--- src/design/pdc_pkg.sv ---
// Shared constants for the PWM period and duty capture block.
// No dependencies; used by every module of the block and by the checker.
package pdc_pkg;

  localparam int COUNTER_BITS_DEF = 16;   // default width of the tick counter
  localparam int CLK_W            = 27;   // width of the clock rate register
  localparam int TICKS_W          = 16;   // width of the period and high time ports
  localparam int DUTY_W           = 7;    // width of the duty port
  localparam int QUEUE_DEPTH_DEF  = 2;    // entries between capture and divider

  localparam logic [CLK_W-1:0]  CLOCK_HZ_RESET = CLK_W'(16000000);
  localparam logic [DUTY_W-1:0] DUTY_FULL      = DUTY_W'(100);

endpackage

--- src/design/pdc_front.sv ---
// Edge capture front end: counts ticks, timestamps rise, fall and rise edges.
// Depends on pdc_pkg for defaults; pushes one measurement per rise-fall-rise.
module pdc_front #(
  parameter int COUNTER_BITS = pdc_pkg::COUNTER_BITS_DEF
) (
  input  logic                      clk,
  input  logic                      rst_n,
  input  logic                      tick_valid,
  input  logic                      level,
  output logic                      meas_push,
  output logic [COUNTER_BITS-1:0]   meas_period,
  output logic [COUNTER_BITS-1:0]   meas_high
);

  localparam logic [1:0] PH_RISE1 = 2'd0;
  localparam logic [1:0] PH_FALL  = 2'd1;
  localparam logic [1:0] PH_RISE2 = 2'd2;

  logic [COUNTER_BITS-1:0] tick_r, tick_nxt;
  logic [COUNTER_BITS-1:0] rise_r, rise_nxt;
  logic [COUNTER_BITS-1:0] fall_r, fall_nxt;
  logic                    last_r, last_nxt;
  logic [1:0]              phase_r, phase_nxt;
  logic                    rising, falling;

  assign rising  = level & ~last_r;
  assign falling = ~level & last_r;

  always_comb begin
    tick_nxt  = tick_r;
    rise_nxt  = rise_r;
    fall_nxt  = fall_r;
    last_nxt  = last_r;
    phase_nxt = phase_r;
    meas_push = 1'b0;
    if (tick_valid) begin
      last_nxt = level;
      tick_nxt = tick_r + COUNTER_BITS'(1);
      case (phase_r)
        PH_FALL: begin
          if (falling) begin
            fall_nxt  = tick_r;
            phase_nxt = PH_RISE2;
          end
        end
        PH_RISE2: begin
          if (rising) begin
            meas_push = 1'b1;
            phase_nxt = PH_RISE1;
          end
        end
        default: begin
          if (rising) begin
            rise_nxt  = tick_r;
            phase_nxt = PH_FALL;
          end
        end
      endcase
    end
  end

  // period ends at the current tick, high time at the stored fall
  assign meas_period = tick_r - rise_r;
  assign meas_high   = fall_r - rise_r;

  always_ff @(posedge clk) begin
    if (!rst_n) begin
      tick_r  <= '0;
      last_r  <= 1'b1;
      phase_r <= PH_RISE1;
      rise_r  <= '0;
      fall_r  <= '0;
    end else begin
      tick_r  <= tick_nxt;
      last_r  <= last_nxt;
      phase_r <= phase_nxt;
      rise_r  <= rise_nxt;
      fall_r  <= fall_nxt;
    end
  end

endmodule

--- src/design/pdc_fifo.sv ---
// Small register queue that decouples the edge capture from the divider.
// Depends on pdc_pkg for the default depth.
module pdc_fifo #(
  parameter int WIDTH = 2 * pdc_pkg::COUNTER_BITS_DEF,
  parameter int DEPTH = pdc_pkg::QUEUE_DEPTH_DEF
) (
  input  logic             clk,
  input  logic             rst_n,
  input  logic             push,
  input  logic [WIDTH-1:0] push_data,
  input  logic             pop,
  output logic [WIDTH-1:0] pop_data,
  output logic             full,
  output logic             empty
);

  localparam int PTR_W = (DEPTH > 1) ? $clog2(DEPTH) : 1;
  localparam int CNT_W = $clog2(DEPTH + 1);

  logic [WIDTH-1:0] entry_r [DEPTH];
  logic [PTR_W-1:0] wr_ptr_r, wr_ptr_nxt;
  logic [PTR_W-1:0] rd_ptr_r, rd_ptr_nxt;
  logic [CNT_W-1:0] count_r, count_nxt;
  logic             do_push, do_pop;

  assign full     = (count_r == CNT_W'(DEPTH));
  assign empty    = (count_r == '0);
  assign do_push  = push & ~full;
  assign do_pop   = pop & ~empty;
  assign pop_data = entry_r[rd_ptr_r];

  always_comb begin
    wr_ptr_nxt = wr_ptr_r;
    rd_ptr_nxt = rd_ptr_r;
    count_nxt  = count_r;
    if (do_push) begin
      wr_ptr_nxt = (wr_ptr_r == PTR_W'(DEPTH - 1)) ? '0 : wr_ptr_r + PTR_W'(1);
    end
    if (do_pop) begin
      rd_ptr_nxt = (rd_ptr_r == PTR_W'(DEPTH - 1)) ? '0 : rd_ptr_r + PTR_W'(1);
    end
    case ({do_push, do_pop})
      2'b10:   count_nxt = count_r + CNT_W'(1);
      2'b01:   count_nxt = count_r - CNT_W'(1);
      default: count_nxt = count_r;
    endcase
  end

  always_ff @(posedge clk) begin
    if (do_push) begin
      entry_r[wr_ptr_r] <= push_data;
    end
  end

  always_ff @(posedge clk) begin
    if (!rst_n) begin
      wr_ptr_r <= '0;
      rd_ptr_r <= '0;
      count_r  <= '0;
    end else begin
      wr_ptr_r <= wr_ptr_nxt;
      rd_ptr_r <= rd_ptr_nxt;
      count_r  <= count_nxt;
    end
  end

endmodule

--- src/design/pdc_back.sv ---
// Back end: bit-serial frequency and duty division plus the result register.
// Depends on pdc_pkg for widths and the duty ceiling.
module pdc_back #(
  parameter int COUNTER_BITS = pdc_pkg::COUNTER_BITS_DEF
) (
  input  logic                           clk,
  input  logic                           rst_n,
  input  logic [pdc_pkg::CLK_W-1:0]      clock_hz,
  input  logic                           q_empty,
  input  logic [COUNTER_BITS-1:0]        q_period,
  input  logic [COUNTER_BITS-1:0]        q_high,
  output logic                           q_pop,
  input  logic                           pop,
  output logic                           empty,
  output logic [pdc_pkg::TICKS_W-1:0]    period_ticks,
  output logic [pdc_pkg::TICKS_W-1:0]    high_ticks,
  output logic [pdc_pkg::CLK_W-1:0]      frequency_hz,
  output logic [pdc_pkg::DUTY_W-1:0]     duty_percent,
  output logic                           zero_period
);

  localparam int CB     = COUNTER_BITS;
  localparam int CLK_W  = pdc_pkg::CLK_W;
  localparam int DUTY_W = pdc_pkg::DUTY_W;
  localparam int TW     = pdc_pkg::TICKS_W;
  localparam int CNT_W  = $clog2(CLK_W);
  localparam int HW     = CB + DUTY_W;

  localparam logic [1:0] ST_IDLE = 2'd0;
  localparam logic [1:0] ST_RUN  = 2'd1;
  localparam logic [1:0] ST_DONE = 2'd2;

  logic [1:0]        st_r, st_nxt;
  logic [CNT_W-1:0]  cnt_r, cnt_nxt;
  logic [CB-1:0]     per_r, per_nxt;
  logic [CB-1:0]     high_r, high_nxt;
  logic [CLK_W-1:0]  dvd_r, dvd_nxt;
  logic [CLK_W-1:0]  fq_r, fq_nxt;
  logic [CB-1:0]     frem_r, frem_nxt;
  logic [DUTY_W-1:0] dlow_r, dlow_nxt;
  logic [DUTY_W-1:0] dq_r, dq_nxt;
  logic [CB-1:0]     drem_r, drem_nxt;
  logic              sat_r, sat_nxt;
  logic              zero_r, zero_nxt;
  logic              out_valid_r, out_valid_nxt;
  logic              load_out;

  logic [HW-1:0]     hundred;
  logic [CB:0]       ftry, dtry;
  logic              fge, dge;
  logic [CB+TW-1:0]  per_ext, high_ext;

  // high * 100 as shifts: 64 + 32 + 4
  assign hundred = (HW'(q_high) << 6) + (HW'(q_high) << 5) + (HW'(q_high) << 2);

  assign ftry = {frem_r, dvd_r[CLK_W-1]};
  assign fge  = (ftry >= {1'b0, per_r});
  assign dtry = {drem_r, dlow_r[DUTY_W-1]};
  assign dge  = (dtry >= {1'b0, per_r});

  assign q_pop    = (st_r == ST_IDLE) & ~q_empty;
  assign load_out = (st_r == ST_DONE) & (~out_valid_r | pop);

  always_comb begin
    st_nxt   = st_r;
    cnt_nxt  = cnt_r;
    per_nxt  = per_r;
    high_nxt = high_r;
    dvd_nxt  = dvd_r;
    fq_nxt   = fq_r;
    frem_nxt = frem_r;
    dlow_nxt = dlow_r;
    dq_nxt   = dq_r;
    drem_nxt = drem_r;
    sat_nxt  = sat_r;
    zero_nxt = zero_r;
    case (st_r)
      ST_IDLE: begin
        if (!q_empty) begin
          per_nxt  = q_period;
          high_nxt = q_high;
          dvd_nxt  = clock_hz;
          fq_nxt   = '0;
          frem_nxt = '0;
          // high < period keeps the duty quotient below 2^7
          drem_nxt = hundred[HW-1:DUTY_W];
          dlow_nxt = hundred[DUTY_W-1:0];
          dq_nxt   = '0;
          sat_nxt  = (q_high >= q_period);
          zero_nxt = (q_period == '0);
          cnt_nxt  = CNT_W'(CLK_W - 1);
          st_nxt   = ST_RUN;
        end
      end
      ST_RUN: begin
        dvd_nxt  = dvd_r << 1;
        fq_nxt   = {fq_r[CLK_W-2:0], fge};
        frem_nxt = fge ? CB'(ftry - {1'b0, per_r}) : CB'(ftry);
        // duty steps overlap the last quotient bits of the frequency
        if (cnt_r < CNT_W'(DUTY_W)) begin
          dlow_nxt = dlow_r << 1;
          dq_nxt   = {dq_r[DUTY_W-2:0], dge};
          drem_nxt = dge ? CB'(dtry - {1'b0, per_r}) : CB'(dtry);
        end
        if (cnt_r == '0) begin
          st_nxt = ST_DONE;
        end else begin
          cnt_nxt = cnt_r - CNT_W'(1);
        end
      end
      ST_DONE: begin
        if (load_out) begin
          st_nxt = ST_IDLE;
        end
      end
      default: st_nxt = ST_IDLE;
    endcase
  end

  always_comb begin
    out_valid_nxt = out_valid_r;
    if (pop) begin
      out_valid_nxt = 1'b0;
    end
    if (load_out) begin
      out_valid_nxt = 1'b1;
    end
  end

  assign per_ext  = {{TW{1'b0}}, per_r};
  assign high_ext = {{TW{1'b0}}, high_r};

  always_ff @(posedge clk) begin
    if (load_out) begin
      period_ticks <= per_ext[TW-1:0];
      high_ticks   <= high_ext[TW-1:0];
      frequency_hz <= zero_r ? '0 : fq_r;
      duty_percent <= zero_r ? '0 : (sat_r ? pdc_pkg::DUTY_FULL : dq_r);
      zero_period  <= zero_r;
    end
  end

  always_ff @(posedge clk) begin
    per_r  <= per_nxt;
    high_r <= high_nxt;
    dvd_r  <= dvd_nxt;
    fq_r   <= fq_nxt;
    frem_r <= frem_nxt;
    dlow_r <= dlow_nxt;
    dq_r   <= dq_nxt;
    drem_r <= drem_nxt;
    sat_r  <= sat_nxt;
    zero_r <= zero_nxt;
    cnt_r  <= cnt_nxt;
  end

  always_ff @(posedge clk) begin
    if (!rst_n) begin
      st_r        <= ST_IDLE;
      out_valid_r <= 1'b0;
    end else begin
      st_r        <= st_nxt;
      out_valid_r <= out_valid_nxt;
    end
  end

  assign empty = ~out_valid_r;

endmodule

--- src/design/pwm_period_duty_capture.sv ---
// PWM period and duty capture: one sample of the measured signal per transfer
// on the input side. Samples are taken on each push while full is low; full
// rises only when all queue entries hold measurements waiting for the divider.
// Each measurement (rise, fall, rise) turns into one result in the bit-serial
// divider: after loading from the queue, 27 restoring steps run for the
// frequency quotient, with the 7 duty steps alongside the last ones; the result
// goes to the output register once that is free or being popped. The output
// register holds one result until popped while the next division proceeds.
// Depends on pdc_pkg, pdc_front, pdc_fifo and pdc_back.
module pwm_period_duty_capture_core #(
  parameter int COUNTER_BITS = pdc_pkg::COUNTER_BITS_DEF,
  parameter int QUEUE_DEPTH  = pdc_pkg::QUEUE_DEPTH_DEF
) (
  input  logic                          clk,
  input  logic                          rst_n,
  input  logic                          push,
  input  logic                          in_signal_level,
  output logic                          full,
  output logic                          empty,
  input  logic                          pop,
  output logic [pdc_pkg::TICKS_W-1:0]   out_period_ticks,
  output logic [pdc_pkg::TICKS_W-1:0]   out_high_ticks,
  output logic [pdc_pkg::CLK_W-1:0]     out_frequency_hz,
  output logic [pdc_pkg::DUTY_W-1:0]    out_duty_percent,
  output logic                          out_zero_period,
  input  logic                          cfg_wr_en,
  input  logic [pdc_pkg::CLK_W-1:0]     cfg_wr_data
);

  logic [pdc_pkg::CLK_W-1:0]   clock_hz_r;
  logic                        tick_valid;
  logic                        meas_push;
  logic [COUNTER_BITS-1:0]     meas_period, meas_high;
  logic                        q_pop, q_empty, q_full;
  logic [2*COUNTER_BITS-1:0]   q_data;

  assign full       = q_full;
  assign tick_valid = push & ~q_full;

  always_ff @(posedge clk) begin
    if (!rst_n) begin
      clock_hz_r <= pdc_pkg::CLOCK_HZ_RESET;
    end else if (cfg_wr_en) begin
      clock_hz_r <= cfg_wr_data;
    end
  end

  pdc_front #(
    .COUNTER_BITS(COUNTER_BITS)
  ) u_front (
    .clk         (clk),
    .rst_n       (rst_n),
    .tick_valid  (tick_valid),
    .level       (in_signal_level),
    .meas_push   (meas_push),
    .meas_period (meas_period),
    .meas_high   (meas_high)
  );

  pdc_fifo #(
    .WIDTH(2 * COUNTER_BITS),
    .DEPTH(QUEUE_DEPTH)
  ) u_fifo (
    .clk       (clk),
    .rst_n     (rst_n),
    .push      (meas_push),
    .push_data ({meas_period, meas_high}),
    .pop       (q_pop),
    .pop_data  (q_data),
    .full      (q_full),
    .empty     (q_empty)
  );

  pdc_back #(
    .COUNTER_BITS(COUNTER_BITS)
  ) u_back (
    .clk          (clk),
    .rst_n        (rst_n),
    .clock_hz     (clock_hz_r),
    .q_empty      (q_empty),
    .q_period     (q_data[2*COUNTER_BITS-1:COUNTER_BITS]),
    .q_high       (q_data[COUNTER_BITS-1:0]),
    .q_pop        (q_pop),
    .pop          (pop),
    .empty        (empty),
    .period_ticks (out_period_ticks),
    .high_ticks   (out_high_ticks),
    .frequency_hz (out_frequency_hz),
    .duty_percent (out_duty_percent),
    .zero_period  (out_zero_period)
  );

endmodule

--- config.mk ---
export PLATFORM = sky130hd
export DESIGN_NAME = pwm_period_duty_capture_core
export DESIGN_NICKNAME = d
export VERILOG_FILES = /design/src/design/pdc_pkg.sv /design/src/design/pdc_front.sv /design/src/design/pdc_fifo.sv /design/src/design/pdc_back.sv /design/src/design/pwm_period_duty_capture.sv
export SDC_FILE = /design/constraint.sdc
export NUM_CORES = 1
export LEC_CHECK = 0
export ABC_CLOCK_PERIOD_IN_PS = 4200
export BUFFER_PORTS_ARGS = -buffer_cell sky130_fd_sc_hd__buf_2
export CAP_MARGIN = 20
export CORE_UTILIZATION = 57
export CTS_BUF_LIST = sky130_fd_sc_hd__clkbuf_2 sky130_fd_sc_hd__clkbuf_4 sky130_fd_sc_hd__clkbuf_8
export DETAILED_ROUTE_END_ITERATION = 8
export GPL_ROUTABILITY_DRIVEN = 0
export PLACE_DENSITY = 0.78
export SYNTH_ARGS = -nofsm -noshare
export SYNTH_HDL_FRONTEND = slang
export SYNTH_SLANG_ARGS = --single-unit
--- constraint.sdc ---
create_clock -name clk -period 4.2 [get_ports clk]
set_input_delay 0.42 -clock clk [delete_from_list [all_inputs] [get_ports clk]]
set_output_delay 0.42 -clock clk [all_outputs]
set_load 0.005 [all_outputs]
==> out/results.ini <==
[critical_path]
crit_type=reg2reg
cp_max_fo=16
cp_slowest_cell=dfxtp_1
crit_path_frequent_cell=o31ai_1
critPathBufInv=1
worst_path_largest_cell_delay_ps=530
cp-start-kind=flop
cp.arrival_ps=4230
critPathTopFamily=compound AO/OA/AOI/OAI gates
cp-end-kind=flop
required_ps=4540
worstPathCellList=buf_4 -> mux2_2 -> fa_1 -> ha_1 -> a21oi_1 -> o31ai_1 -> o31ai_1 -> o211ai_1 -> nand2_1 -> mux2i_1 -> a211oi_1

[floorplanning]
die_x_um=178
start_util_pct=57.8
fp-row-count=64
die_y_um=178
pin_count=102
die_area_sq_um=31700
core_sq_um=30600

[cts]
ctsResizeCount=0
cts_sinks=354
cts-htree-levels=2
path_clk_slew_ps=60
insertion_delay_ps=610
cts-root-buf=clkbuf_8
cts_tree=yes
cts_max_path_buffers=3
cts_inserted_buffers=56
holdBufCountCts=2
post-cts-setup-buffers=0

[timing]
finalCritPeriodShare_pct=92.7
skew_ps=18.2
relSlewSlack_pct=38.3
hold_slack_ps=37.6
slew_viol_final=0
timing_hold_violations_final=0
max_freq_mhz=257
totalNegativeSetupSlack_ps=0
setup_viol=0
max_slew.worst_pin.slew_ps=926
period_minus_slack_ps=3890
rsz0062_at_grt=no

[synth]
syn-cell-area_sq_um=17700
yosys.area.top_type=edfxtp_1
synth.distinct_cells=60
synthArstFlopShare_pct=0
synth_edf_count=268
avgSynthCellArea_sq_um=11.2
yosys-top-cells-area=edfxtp_1 46%, dfxtp_1 9.7%, ha_1 7.4%, nand2_1 4.6%, mux2i_1 2.8%
yosys_warnings=0
syn_nets=1727
ys_ff_latch=354
postSynthCellCount=1573
synth_top_area_share_pct=45.5
synth_ff_type=edfxtp_1
ys_seq_area_share_pct=55.3

[power]
powerDensity_nw_per_um2=438
net-switching-power_mw=2.37
p_comb_share_pct=17.0
intPower_mw=6.35
total_power_mw=8.72
max-vdd-ir-drop_mv=0.265
p_sw_share_pct=27.1
p_clk_share_pct=35.1
leakage_nw=7.78
power_frac_seq_pct=47.9

[global_route]
use_met2_pct=37.7
grt_max_degree=73
gr-usage-met1_pct=29.6
use_met3_pct=3.26
grt_usage_pct=22.5
grt_pass1_vias=11500
antenna_found_initial=0
grt.busiest_layer=met2
grt-ovfl-total=0
grt_pass1_wl_mm=56.9

[routing]
ant_nets=0
drt-initial-drc-count=732
wl_mm=35.4
num_vias=11900
vias_per_cell=5.57
post_drt_wl_per_cell_um=16.5
drc=0
drtPass1Iterations=5

[layout]
num-nets-final=1854
final_common_cell=edfxtp_1
syn_to_final_growth_pct=12.4
n_antenna_cell=0
drive_above_1_share_pct=14.0
final_cell_mix=268 x edfxtp_1, 218 x nand2_1, 104 x ha_1, 101 x buf_2, 86 x dfxtp_1

[min_path]
hp-class=in2reg

[placed_design]
numPortBuffers=101
dp_hpwl_mm=24.7

[flow_run]
maxCapViolCount=0

[outcome]
outcome=completed

registers in the layout (all words and copies together) (netlist names), 2 cells and up, named ones only:
register,flops
u_back.fq_r,27
clock_hz_r,27
u_back.frem_r,16
u_back.duty_percent,7
u_fifo.entry_r,64
u_back.cnt_r,5
u_back.dlow_r,5
u_fifo.count_r,2
u_back.st_r,2
u_back.period_ticks,16
u_back.dq_r,7
u_back.per_r,16
u_back.high_r,16
u_back.frequency_hz,27
u_back.high_ticks,16
u_back.drem_r,16
u_back.dvd_r,27
u_front.fall_r,16
u_front.tick_r,16
u_front.phase_r,2
u_front.rise_r,16
worst min-delay path: cells and delay by family:
kind	cells	cell delay (ps)
AND/OR/NAND/NOR	1	60
multiplexers	1	60
buffers and inverters	1	80
per-stage QoR:
step                instance area, sq um  std cells  util (%)  worst slack (ps)
finish                             19900       2144      65.0               307
global route                       19900       2144      65.0              70.0
CTS                                19900       2143      65.0               334
detailed placement                 18700       2035      61.0               326
global placement                   18600       2034      60.9               469
floorplan                          17700       1573         -              13.4
path summary, 6_finish.rpt:
path | start | endpoint | slack (ps) | cells past startpoint
worst max-delay path | flop | u_back.drem_r[14] | 310 | 11
worst min-delay path | cfg_wr_data[10] | clock_hz_r[10] | 40 | 3
worst max register to register | flop | u_back.drem_r[14] | 310 | 11
worst min register to register | u_back.high_r[14] | u_back.high_ticks[14] | 430 | 0
cells in the mapped netlist, types with 20 or more instances:
cell type,instances
and2_1,56
dfxtp_1,86
a21boi_0,43
xnor2_1,48
nor3_1,21
inv_1,85
nand3_1,40
mux2i_1,50
ha_1,104
edfxtp_1,268
o21ai_0,44
a21oi_1,74
nor2b_1,66
nor2_1,73
nand2_1,219
clkbuf_1,42
nand4_1,20
cell type report:
type | count | area [sq um]
repair buffers | 121 | 693
flip-flops and latches | 354 | 9770
clock inverters | 26 | 213
inverters | 85 | 319
multi-input cells | 1082 | 7410
clock buffers | 80 | 976
fillers | 2377 | 10700
well taps | 396 | 495
power groups by stage:
stage	sequential (mW)	clock, mW	combinational, mW
final	4.17	3.06	1.48
after floorplan	4.21	0	1.13
after CTS	4.17	3.12	1.47
after detailed placement	4.25	0	1.46
after global placement	4.24	0	1.39
after global routing	4.19	3.28	1.65
cells by family after synthesis:
group           count (synthesis)  synth area share (%)
simple gates                  556                  15.3
flops                         354                  55.3
compound gates                275                  10.2
buf+inv                       137                  2.99
fa+ha+maj                     121                  9.28
xor+xnor                       67                  3.32
mux                            63                  3.66
metal layers:
layer / share of wire [%] / routed length [um]
met5: 0 / 0
met4: 2.6 / 919
met3: 4.5 / 1580
met2: 48 / 17200
met1: 44 / 15700
Note: power is estimated with default switching activity, not from simulation.
